`config.mk`:
```
export PLATFORM = sky130hd
export DESIGN_NAME = playfair_digraph_stream_cipher_core
export DESIGN_NICKNAME = d
export VERILOG_FILES = /design/src/sv/pfc_pkg.sv /design/src/sv/pfc_in_stage.sv /design/src/sv/pfc_pair_sub.sv /design/src/sv/pfc_out_stage.sv /design/src/sv/playfair_digraph_stream_cipher_core.sv
export SDC_FILE = /design/constraint.sdc
export NUM_CORES = 1
export LEC_CHECK = 0
export BUFFER_PORTS_ARGS = -buffer_cell sky130_fd_sc_hd__clkbuf_2
export CORE_ASPECT_RATIO = 1.4
export CORE_MARGIN = 2
export CORE_UTILIZATION = 25
export DETAILED_ROUTE_END_ITERATION = 6
export PLACE_DENSITY = 0.47
export REMOVE_ABC_BUFFERS = 1
export SLEW_MARGIN = 20
export SYNTH_ARGS = -nofsm -noshare
export SYNTH_HDL_FRONTEND = slang
export SYNTH_SLANG_ARGS = --single-unit
```
`constraint.sdc`:
```
create_clock -name clk -period 10.96 [get_ports clk]
set_input_delay 1.096 -clock clk [delete_from_list [all_inputs] [get_ports clk]]
set_output_delay 1.096 -clock clk [all_outputs]
set_load 0.02 [all_outputs]
```
`src/sv/pfc_pkg.sv`:
```
// ----------------------------------------------------------------------------
// pfc_pkg: shared types and constants for the Playfair digraph stream core
// Byte classes, key square reset values, register indexes and the job beat
// passed from the pairing stage to the output stage.
// ----------------------------------------------------------------------------
package pfc_pkg;

    localparam int SIDE      = 5;
    localparam int CELL_W    = 5;
    localparam int NCELLS    = SIDE * SIDE;
    localparam int SQUARE_W  = NCELLS * CELL_W;
    localparam int SQ0_W     = 45;
    localparam int SQ1_W     = 40;
    localparam int SQ2_W     = 40;
    localparam int CFG_DW    = 45;

    // Configuration register indexes
    localparam logic [1:0] CFG_MODE = 2'd0;
    localparam logic [1:0] CFG_SQ0  = 2'd1;
    localparam logic [1:0] CFG_SQ1  = 2'd2;
    localparam logic [1:0] CFG_SQ2  = 2'd3;

    // Identity square at reset: cell n holds n
    localparam logic [SQ0_W-1:0] SQ0_RESET = 45'd9043225708576;
    localparam logic [SQ1_W-1:0] SQ1_RESET = 40'd566345739593;
    localparam logic [SQ2_W-1:0] SQ2_RESET = 40'd850090675793;

    // Input kinds
    localparam logic KIND_DATA = 1'b0;
    localparam logic KIND_EOS  = 1'b1;

    localparam logic [7:0] CH_UA = 8'h41;
    localparam logic [7:0] CH_UI = 8'h49;
    localparam logic [7:0] CH_UJ = 8'h4A;
    localparam logic [7:0] CH_UZ = 8'h5A;
    localparam logic [7:0] CH_LA = 8'h61;
    localparam logic [7:0] CH_LI = 8'h69;
    localparam logic [7:0] CH_LJ = 8'h6A;
    localparam logic [7:0] CH_LZ = 8'h7A;
    localparam logic [7:0] CASE_OFS = 8'h20;

    // Work handed from the pairing stage to the output stage
    typedef struct packed {
        logic       valid;
        logic       pair;   // b0/b1 are a letter pair to substitute
        logic [1:0] cnt;    // number of result beats, 1 or 2
        logic [7:0] b0;
        logic [7:0] b1;
    } job_t;

    function automatic logic is_upper(input logic [7:0] c);
        return (c >= CH_UA) && (c <= CH_UZ);
    endfunction

    function automatic logic is_letter(input logic [7:0] c);
        return is_upper(c) || ((c >= CH_LA) && (c <= CH_LZ));
    endfunction

    // J-less alphabet index of a letter (J already folded to I)
    function automatic logic [CELL_W-1:0] alpha_index(input logic [7:0] c);
        logic [7:0] u;
        logic [7:0] d;
        u = is_upper(c) ? c : (c - CASE_OFS);
        d = (u < CH_UJ) ? (u - CH_UA) : (u - CH_UA - 8'd1);
        return d[CELL_W-1:0];
    endfunction

    // Letter for a cell value; out-of-range values give Z
    function automatic logic [7:0] letter_of(input logic [CELL_W-1:0] v, input logic upper);
        logic [7:0] ch;
        if (v < 5'd9)
            ch = CH_UA + {3'd0, v};
        else if (v < 5'd25)
            ch = CH_UA + {3'd0, v} + 8'd1;
        else
            ch = CH_UZ;
        return upper ? ch : (ch + CASE_OFS);
    endfunction

endpackage

```
`src/sv/pfc_in_stage.sv`:
```
// ----------------------------------------------------------------------------
// pfc_in_stage: input pairing and job register
// Classifies each input beat, keeps the unpaired letter and registers the
// resulting job (flush, pass-through or letter pair) for the output stage.
// ----------------------------------------------------------------------------
module pfc_in_stage (
    input  logic          clk,
    input  logic          rst_n,
    input  logic          s_tvalid,
    output logic          s_tready,
    input  logic [7:0]    s_tdata,   // [7:0] data_byte
    input  logic          s_tuser,   // [0] kind
    input  logic          job_take,
    output pfc_pkg::job_t job
);
    import pfc_pkg::*;

    logic       pend_valid_reg, pend_valid_next;
    logic [7:0] pend_letter_reg, pend_letter_next;
    job_t       job_reg, job_next;
    job_t       new_job;
    logic       accept;
    logic [7:0] folded;

    assign s_tready = !job_reg.valid || job_take;
    assign accept   = s_tvalid && s_tready;
    assign job      = job_reg;

    // J/j folds to I/i
    always_comb
    begin
        if (s_tdata == CH_UJ)
            folded = CH_UI;
        else if (s_tdata == CH_LJ)
            folded = CH_LI;
        else
            folded = s_tdata;
    end

    // Beat classification
    always_comb
    begin
        new_job          = '0;
        pend_valid_next  = pend_valid_reg;
        pend_letter_next = pend_letter_reg;
        if (s_tuser == KIND_EOS) begin
            if (pend_valid_reg) begin
                new_job.valid = 1'b1;
                new_job.cnt   = 2'd1;
                new_job.b0    = pend_letter_reg;
            end
            pend_valid_next = 1'b0;
        end else if (!is_letter(s_tdata)) begin
            new_job.valid = 1'b1;
            if (pend_valid_reg) begin
                new_job.cnt = 2'd2;
                new_job.b0  = pend_letter_reg;
                new_job.b1  = s_tdata;
            end else begin
                new_job.cnt = 2'd1;
                new_job.b0  = s_tdata;
            end
            pend_valid_next = 1'b0;
        end else if (!pend_valid_reg) begin
            pend_valid_next  = 1'b1;
            pend_letter_next = folded;
        end else begin
            new_job.valid   = 1'b1;
            new_job.pair    = 1'b1;
            new_job.cnt     = 2'd2;
            new_job.b0      = pend_letter_reg;
            new_job.b1      = folded;
            pend_valid_next = 1'b0;
        end
    end

    // Job register update
    always_comb
    begin
        job_next = job_reg;
        if (job_take)
            job_next.valid = 1'b0;
        if (accept)
            job_next = new_job;
    end

    always_ff @(posedge clk or negedge rst_n)
    begin
        if (!rst_n) begin
            pend_valid_reg  <= 1'b0;
            pend_letter_reg <= '0;
            job_reg         <= '0;
        end else begin
            job_reg <= job_next;
            if (accept) begin
                pend_valid_reg  <= pend_valid_next;
                pend_letter_reg <= pend_letter_next;
            end
        end
    end

    // A job that is not taken holds unchanged
    ast_job_hold: assert property (@(posedge clk) disable iff (!rst_n)
        (job_reg.valid && !job_take) |=> (job_reg.valid && $stable(job_reg)))
        else $error("job lost or changed while waiting");

    // A pending letter is always a letter
    ast_pend_letter: assert property (@(posedge clk) disable iff (!rst_n)
        pend_valid_reg |-> is_letter(pend_letter_reg))
        else $error("pending byte is not a letter");

    // A job only carries a pair of two beats
    ast_pair_cnt: assert property (@(posedge clk) disable iff (!rst_n)
        (job_reg.valid && job_reg.pair) |-> (job_reg.cnt == 2'd2))
        else $error("pair job with wrong beat count");

endmodule

```
`src/sv/pfc_pair_sub.sv`:
```
// ----------------------------------------------------------------------------
// pfc_pair_sub: Playfair digraph substitution
// Locates both letters in the key square and applies the row, column or
// rectangle rule; a letter absent from the square leaves the pair unchanged.
// ----------------------------------------------------------------------------
module pfc_pair_sub (
    input  logic [pfc_pkg::SQUARE_W-1:0] square,
    input  logic                         decrypt,
    input  logic [7:0]                   a,
    input  logic [7:0]                   b,
    output logic [7:0]                   ra,
    output logic [7:0]                   rb
);
    import pfc_pkg::*;

    logic [CELL_W-1:0] ia, ib;
    logic              fa, fb;
    logic [2:0]        ar, ac, br, bc;
    logic [2:0]        nar, nac, nbr, nbc;
    logic [CELL_W-1:0] va, vb;

    assign ia = alpha_index(a);
    assign ib = alpha_index(b);

    // Search, highest cell first so the lowest match wins
    always_comb
    begin
        fa = 1'b0; fb = 1'b0;
        ar = '0; ac = '0; br = '0; bc = '0;
        for (int r = SIDE - 1; r >= 0; r--) begin
            for (int c = SIDE - 1; c >= 0; c--) begin
                if (square[(r*SIDE+c)*CELL_W +: CELL_W] == ia) begin
                    fa = 1'b1; ar = 3'(r); ac = 3'(c);
                end
                if (square[(r*SIDE+c)*CELL_W +: CELL_W] == ib) begin
                    fb = 1'b1; br = 3'(r); bc = 3'(c);
                end
            end
        end
    end

    function automatic logic [2:0] step(input logic [2:0] x, input logic back);
        if (back)
            return (x == 3'd0) ? 3'(SIDE - 1) : (x - 3'd1);
        return (x == 3'(SIDE - 1)) ? 3'd0 : (x + 3'd1);
    endfunction

    // Target cell positions
    always_comb
    begin
        if (ar == br) begin
            nar = ar; nac = step(ac, decrypt);
            nbr = br; nbc = step(bc, decrypt);
        end else if (ac == bc) begin
            nar = step(ar, decrypt); nac = ac;
            nbr = step(br, decrypt); nbc = bc;
        end else begin
            nar = ar; nac = bc;
            nbr = br; nbc = ac;
        end
    end

    // Cell value select at the target positions
    always_comb
    begin
        va = '0;
        vb = '0;
        for (int r = 0; r < SIDE; r++) begin
            for (int c = 0; c < SIDE; c++) begin
                if (nar == 3'(r) && nac == 3'(c))
                    va = square[(r*SIDE+c)*CELL_W +: CELL_W];
                if (nbr == 3'(r) && nbc == 3'(c))
                    vb = square[(r*SIDE+c)*CELL_W +: CELL_W];
            end
        end
    end

    assign ra = (fa && fb) ? letter_of(va, is_upper(a)) : a;
    assign rb = (fa && fb) ? letter_of(vb, is_upper(b)) : b;

endmodule

```
`src/sv/pfc_out_stage.sv`:
```
// ----------------------------------------------------------------------------
// pfc_out_stage: result register pair
// Loads up to two result bytes; sends one beat per cycle while m_tready is high.
// ----------------------------------------------------------------------------
module pfc_out_stage (
    input  logic          clk,
    input  logic          rst_n,
    input  pfc_pkg::job_t job,
    input  logic [7:0]    ra,
    input  logic [7:0]    rb,
    output logic          job_take,
    output logic          m_tvalid,
    input  logic          m_tready,
    output logic [7:0]    m_tdata,   // [7:0] out_byte
    output logic          m_tlast
);
    import pfc_pkg::*;

    logic [1:0] cnt_reg, cnt_next;
    logic [7:0] b0_reg, b0_next;
    logic [7:0] b1_reg, b1_next;
    logic       pop;
    logic       free;

    assign m_tvalid = (cnt_reg != 2'd0);
    assign m_tlast  = (cnt_reg == 2'd1);
    assign m_tdata  = b0_reg;
    assign pop      = m_tvalid && m_tready;
    assign free     = (cnt_reg == 2'd0) || ((cnt_reg == 2'd1) && pop);
    assign job_take = job.valid && free;

    // Load a new job or shift the next byte down
    always_comb
    begin
        cnt_next = cnt_reg;
        b0_next  = b0_reg;
        b1_next  = b1_reg;
        if (job_take) begin
            cnt_next = job.cnt;
            b0_next  = job.pair ? ra : job.b0;
            b1_next  = job.pair ? rb : job.b1;
        end else if (pop) begin
            cnt_next = cnt_reg - 2'd1;
            b0_next  = b1_reg;
        end
    end

    always_ff @(posedge clk or negedge rst_n)
    begin
        if (!rst_n)
            cnt_reg <= '0;
        else
            cnt_reg <= cnt_next;
    end

    always_ff @(posedge clk)
    begin
        b0_reg <= b0_next;
        b1_reg <= b1_next;
    end

    ast_cnt_range: assert property (@(posedge clk) disable iff (!rst_n)
        cnt_reg != 2'd3)
        else $error("result count out of range");

    ast_two_load: assert property (@(posedge clk) disable iff (!rst_n)
        (job_take && job.cnt == 2'd2) |=> (cnt_reg == 2'd2))
        else $error("two-beat job not loaded in full");

    ast_first_pop: assert property (@(posedge clk) disable iff (!rst_n)
        (pop && cnt_reg == 2'd2) |=> (cnt_reg == 2'd1 && b0_reg == $past(b1_reg)))
        else $error("second beat not moved down");

endmodule

```
`src/sv/playfair_digraph_stream_cipher_core.sv`:
```
// ----------------------------------------------------------------------------
// playfair_digraph_stream_cipher_core: Playfair 5x5 stream cipher top level
// Pairs letters of a byte stream and substitutes them through the key square.
// ----------------------------------------------------------------------------
// Usage:
//   s_* carries one byte beat: tdata is the byte, tuser is the kind
//   (0 data, 1 end of stream). m_* returns result bytes; tlast marks the
//   final result caused by an input beat. Letters are held until paired,
//   so a beat may give zero, one or two results. cfg_ready is always high.
//   The user writes the mode (index 0) and the three key square words
//   (indexes 1..3) via cfg_* only while the block is idle (not enforced).
// Timing:
//   An accepted beat is held as a job in the input register; once the
//   result register is free, its substitution is loaded there and the
//   first result is offered from it. One input beat per cycle while
//   m_tready is high and each beat gives zero or one result; a beat that
//   gives two results holds the input longer, set by the single result
//   port.
//   When m_tready is low the results and the pending job hold and s_tready
//   drops once the job register is full.
// Reset: clears the pending letter and all queued results, selects encrypt
//   and loads the identity key square.
// ----------------------------------------------------------------------------
module playfair_digraph_stream_cipher_core (
    input  logic                       clk,
    input  logic                       rst_n,
    input  logic                       s_tvalid,
    output logic                       s_tready,
    input  logic [7:0]                 s_tdata,   // [7:0] data_byte
    input  logic                       s_tuser,   // [0] kind
    output logic                       m_tvalid,
    input  logic                       m_tready,
    output logic [7:0]                 m_tdata,   // [7:0] out_byte
    output logic                       m_tlast,
    input  logic                       cfg_valid,
    output logic                       cfg_ready,
    input  logic [1:0]                 cfg_index,
    input  logic [pfc_pkg::CFG_DW-1:0] cfg_data
);
    import pfc_pkg::*;

    logic             decrypt_reg;
    logic [SQ0_W-1:0] sq0_reg;
    logic [SQ1_W-1:0] sq1_reg;
    logic [SQ2_W-1:0] sq2_reg;
    job_t             job;
    logic             job_take;
    logic [7:0]       ra, rb;

    assign cfg_ready = 1'b1;

    // Configuration registers
    always_ff @(posedge clk or negedge rst_n)
    begin
        if (!rst_n) begin
            decrypt_reg <= 1'b0;
            sq0_reg     <= SQ0_RESET;
            sq1_reg     <= SQ1_RESET;
            sq2_reg     <= SQ2_RESET;
        end else if (cfg_valid && cfg_ready) begin
            unique case (cfg_index)
                CFG_MODE: decrypt_reg <= cfg_data[0];
                CFG_SQ0:  sq0_reg     <= cfg_data[SQ0_W-1:0];
                CFG_SQ1:  sq1_reg     <= cfg_data[SQ1_W-1:0];
                CFG_SQ2:  sq2_reg     <= cfg_data[SQ2_W-1:0];
                default:  ;
            endcase
        end
    end

    pfc_in_stage u_in (
        .clk      (clk),
        .rst_n    (rst_n),
        .s_tvalid (s_tvalid),
        .s_tready (s_tready),
        .s_tdata  (s_tdata),
        .s_tuser  (s_tuser),
        .job_take (job_take),
        .job      (job)
    );

    pfc_pair_sub u_sub (
        .square  ({sq2_reg, sq1_reg, sq0_reg}),
        .decrypt (decrypt_reg),
        .a       (job.b0),
        .b       (job.b1),
        .ra      (ra),
        .rb      (rb)
    );

    pfc_out_stage u_out (
        .clk      (clk),
        .rst_n    (rst_n),
        .job      (job),
        .ra       (ra),
        .rb       (rb),
        .job_take (job_take),
        .m_tvalid (m_tvalid),
        .m_tready (m_tready),
        .m_tdata  (m_tdata),
        .m_tlast  (m_tlast)
    );

    // Input is only stalled while a job waits for the output stage
    ast_ready_cause: assert property (@(posedge clk) disable iff (!rst_n)
        !s_tready |-> (job.valid && !job_take))
        else $error("input stalled without a waiting job");

    // A job is taken only when the output side can accept it
    ast_take_room: assert property (@(posedge clk) disable iff (!rst_n)
        job_take |-> (!m_tvalid || (m_tlast && m_tready)))
        else $error("job taken while results still queued");

    // Results only appear after a job was taken
    ast_out_source: assert property (@(posedge clk) disable iff (!rst_n)
        $rose(m_tvalid) |-> $past(job_take))
        else $error("result beat without a job");

endmodule

```
==> results.py <==
metrics = {
    "floorplanning": {
        "dieArea_um2": 79400,
        "pin_count": 73,
        "dieHeight_um": 333,
        "start_util_pct": 25.2,
        "core_area_um2": 76400,
        "rows": 120,
        "die_x_um": 239,
    },
    "sta": {
        "clock_skew_ns": 0.0140,
        "fmax_mhz": 97.2,
        "relSlewSlack_pct": 29.4,
        "max_slew.worst_pin.slew_ns": 1.04,
        "drv_slew": 0,
        "min_period_ns": 10.29,
        "rsz0062_at_grt": "false",
        "hold_viol": 0,
        "setup_viol": 0,
        "fin_crit_sh_pct": 93.9,
    },
    "logic_synthesis": {
        "avgSynthCellArea_um2": 8.84,
        "synth.yosys.seq_area_share_pct": 23.2,
        "ys_warn_count": 0,
        "synth_flop_cell": "dfrtp_1",
        "ys_async_sr_fraction_pct": 90.8,
        "synth_cells": 2181,
        "synth-edff-count": 16,
        "syn_area_um2": 19300,
        "synth_cell_types": 138,
        "synth-seq-cells": 173,
    },
    "worst_hold_path": {
        "hold_class": "reg -> reg",
    },
    "setup_path": {
        "arrival_ns": 10.49,
        "cpMostUsedCell": "ha_1",
        "r2r_setup_slack_ns": 0.67,
        "r2r-start": "u_in.job[9]$_DFFE_PN0P_",
        "critPathLaunch": "u_in.job[9]$_DFFE_PN0P_",
        "crit_cells": 36,
        "crit_path_end_kind": "flip-flop",
        "cp_slowest_cell": "a2111oi_0",
        "reg2regPathDepth": 36,
        "crit_path_start_kind": "flip-flop",
        "worst-setup-path-type": "reg -> reg",
        "worst-path-max-fanout": 37,
        "rr_endpoint": "u_out.m_tdata[6]$_DFFE_PP_",
        "crit_family": "compound AO/OA/AOI/OAI gates",
        "cpPeakStageDelay_ns": 0.78,
        "cp_num_buf_inv": 6,
        "required_ns": 11.16,
        "worstSetupEndpoint": "u_out.m_tdata[6]$_DFFE_PP_",
    },
    "clock_tree": {
        "htreeDepth": 4,
        "cts_buffers": 17,
        "ctsRootBufferMaster": "clkbuf_16",
        "clock_path_buffers": 2,
        "cts_hold_buf": 0,
        "cts_tree": "built",
        "post-cts-setup-buffers": 0,
        "clk_latency_ns": 0.49,
        "cts.sinks": 173,
        "path_clk_slew_ns": 0.07,
        "cts_resized": 0,
    },
    "finish": {
        "syn2layout_area_growth_pct": 10.5,
        "final_nets": 2281,
        "seq_area_um2": 4480,
        "final_layout_size_suffix_gt1_share_pct": 22.0,
        "final_cell_mix": "xnor2_1, nand2_1, mux2_2, nor2_1, dfrtp_1",
        "fill_cells": 8090,
        "multiInputGateArea_um2": 13800,
        "largest_reg_flops": 45,
        "final_common_cell": "xnor2_1",
        "fin_util_pct": 27.9,
    },
    "global_route": {
        "grt_pass1_vias": 18019,
        "grt_pass1_wl_um": 137000,
        "antenna_found_initial": 1,
        "grt_max_degree": 87,
        "grt_overflow": 0,
        "grt_use_total_pct": 24.2,
    },
    "detailed_routing": {
        "antenna_left": 0,
        "viasPerCell": 5.80,
        "route.detailed.wl_per_inst_um": 30.5,
        "route.met2.wl_um": 46600,
        "drt_iter0_markers": 1858,
        "first_pass_iters": 7,
        "dr_wl_met3_um": 4630,
        "drt_wl_total_um": 96900,
        "topRoutingLayerUsed": "met5",
        "detailroute.via_count": 18394,
        "wl_met1_um": 35400,
        "drc": 0,
    },
    "placement": {
        "gp_congestion": 1.02,
        "hpwl_um": 77700,
        "portBuffers": 71,
    },
    "job": {
        "maxCapViolCount": 0,
    },
    "status": {
        "status": "finished clean",
    },
}
-- cell families (layout without fill, tap and decap cells) --
logic type,Yosys count,after routing,share of synthesized area [%]
AND/OR/NAND/NOR,650,650,18.7
AO/OA/AOI/OAI,570,570,22.6
XOR/XNOR,349,349,18.0
buffers and inverters,239,253,5.64
flip-flops,173,173,23.2
multiplexers,163,163,9.42
adder cells (fa/ha/maj),36,36,2.34
other,1,4,0.0195
-- worst min path at each step --
stage                                                   start                             endpoint  slack, ns  cells after the start
after floorplan           u_in.pend_letter_reg[6]$_DFFE_PN0P_  u_in.pend_letter_reg[6]$_DFFE_PN0P_       0.44                      1
after global placement    u_in.pend_letter_reg[6]$_DFFE_PN0P_  u_in.pend_letter_reg[6]$_DFFE_PN0P_       0.46                      1
after detailed placement  u_in.pend_letter_reg[6]$_DFFE_PN0P_  u_in.pend_letter_reg[6]$_DFFE_PN0P_       0.46                      1
after CTS                 u_in.pend_letter_reg[6]$_DFFE_PN0P_  u_in.pend_letter_reg[6]$_DFFE_PN0P_       0.48                      1
after global routing      u_in.pend_letter_reg[6]$_DFFE_PN0P_  u_in.pend_letter_reg[6]$_DFFE_PN0P_       0.53                      1
final                     u_in.pend_letter_reg[6]$_DFFE_PN0P_  u_in.pend_letter_reg[6]$_DFFE_PN0P_       0.49                      1
-- final cells by class --
cell class / count / share of cell area, %
antenna: 1 / 0.0117
sequential: 173 / 21.0
tap: 976 / 5.73
multi-input combinational: 1771 / 64.6
inverter: 63 / 1.11
timing repair buffer: 158 / 4.82
clock inverter: 9 / 0.346
clock buffer: 23 / 2.34
-- worst register-to-register path, delay by kind of cell, from the launching register on --
kind	cells	cell delay, ns
compound gates	16	4.84
buf+inv	6	1.00
simple gates	9	2.38
fa+ha+maj	4	1.13
flops	1	0.46
xor+xnor	1	0.20
-- synthesized netlist by cell type (26+ instances only) --
library cell / count / share of area [%]
xnor2_1: 229 / 10
nand2_1: 152 / 3.0
mux2_2: 141 / 8.2
nor2_1: 124 / 2.4
dfrtp_1: 103 / 13
xor2_1: 88 / 4.0
a21oi_1: 86 / 2.2
nor3_1: 78 / 2.0
o21ai_0: 75 / 1.9
clkbuf_1: 74 / 1.4
dfstp_2: 54 / 7.4
inv_1: 54 / 1.1
a22oi_1: 52 / 2.0
nand3_1: 48 / 1.2
buf_1: 43 / 0.84
ha_1: 36 / 2.3
buf_2: 33 / 0.86
nor4_1: 29 / 0.94
and3_1: 26 / 0.84
xnor3_1: 26 / 3.0
-- through the flow --
step / worst slack [ns] / instances / hold slack [ns] / setup TNS (ns) / instance area (µm²)
global route: 0.0643 / 3173 / 0.530 / 0 / 21300
finish: 0.673 / 3174 / 0.486 / 0 / 21300
detailed placement: 0.713 / 3141 / 0.460 / 0 / 20700
floorplan: -0.750 / 2007 / 0.440 / -6.79 / 18400
CTS: 0.648 / 3173 / 0.483 / 0 / 21300
global placement: 0.807 / 3141 / 0.456 / 0 / 20700
-- routing by layer --
metal  track usage (%)  vias up
li1                  -     8119
met4              21.1        2
met3              3.76      322
met5                 0        -
met1              26.2     9176
met2              40.9      775
Power is not shown: default switching activity piles up to over one toggle a cycle in this logic, so the estimate is an artifact.
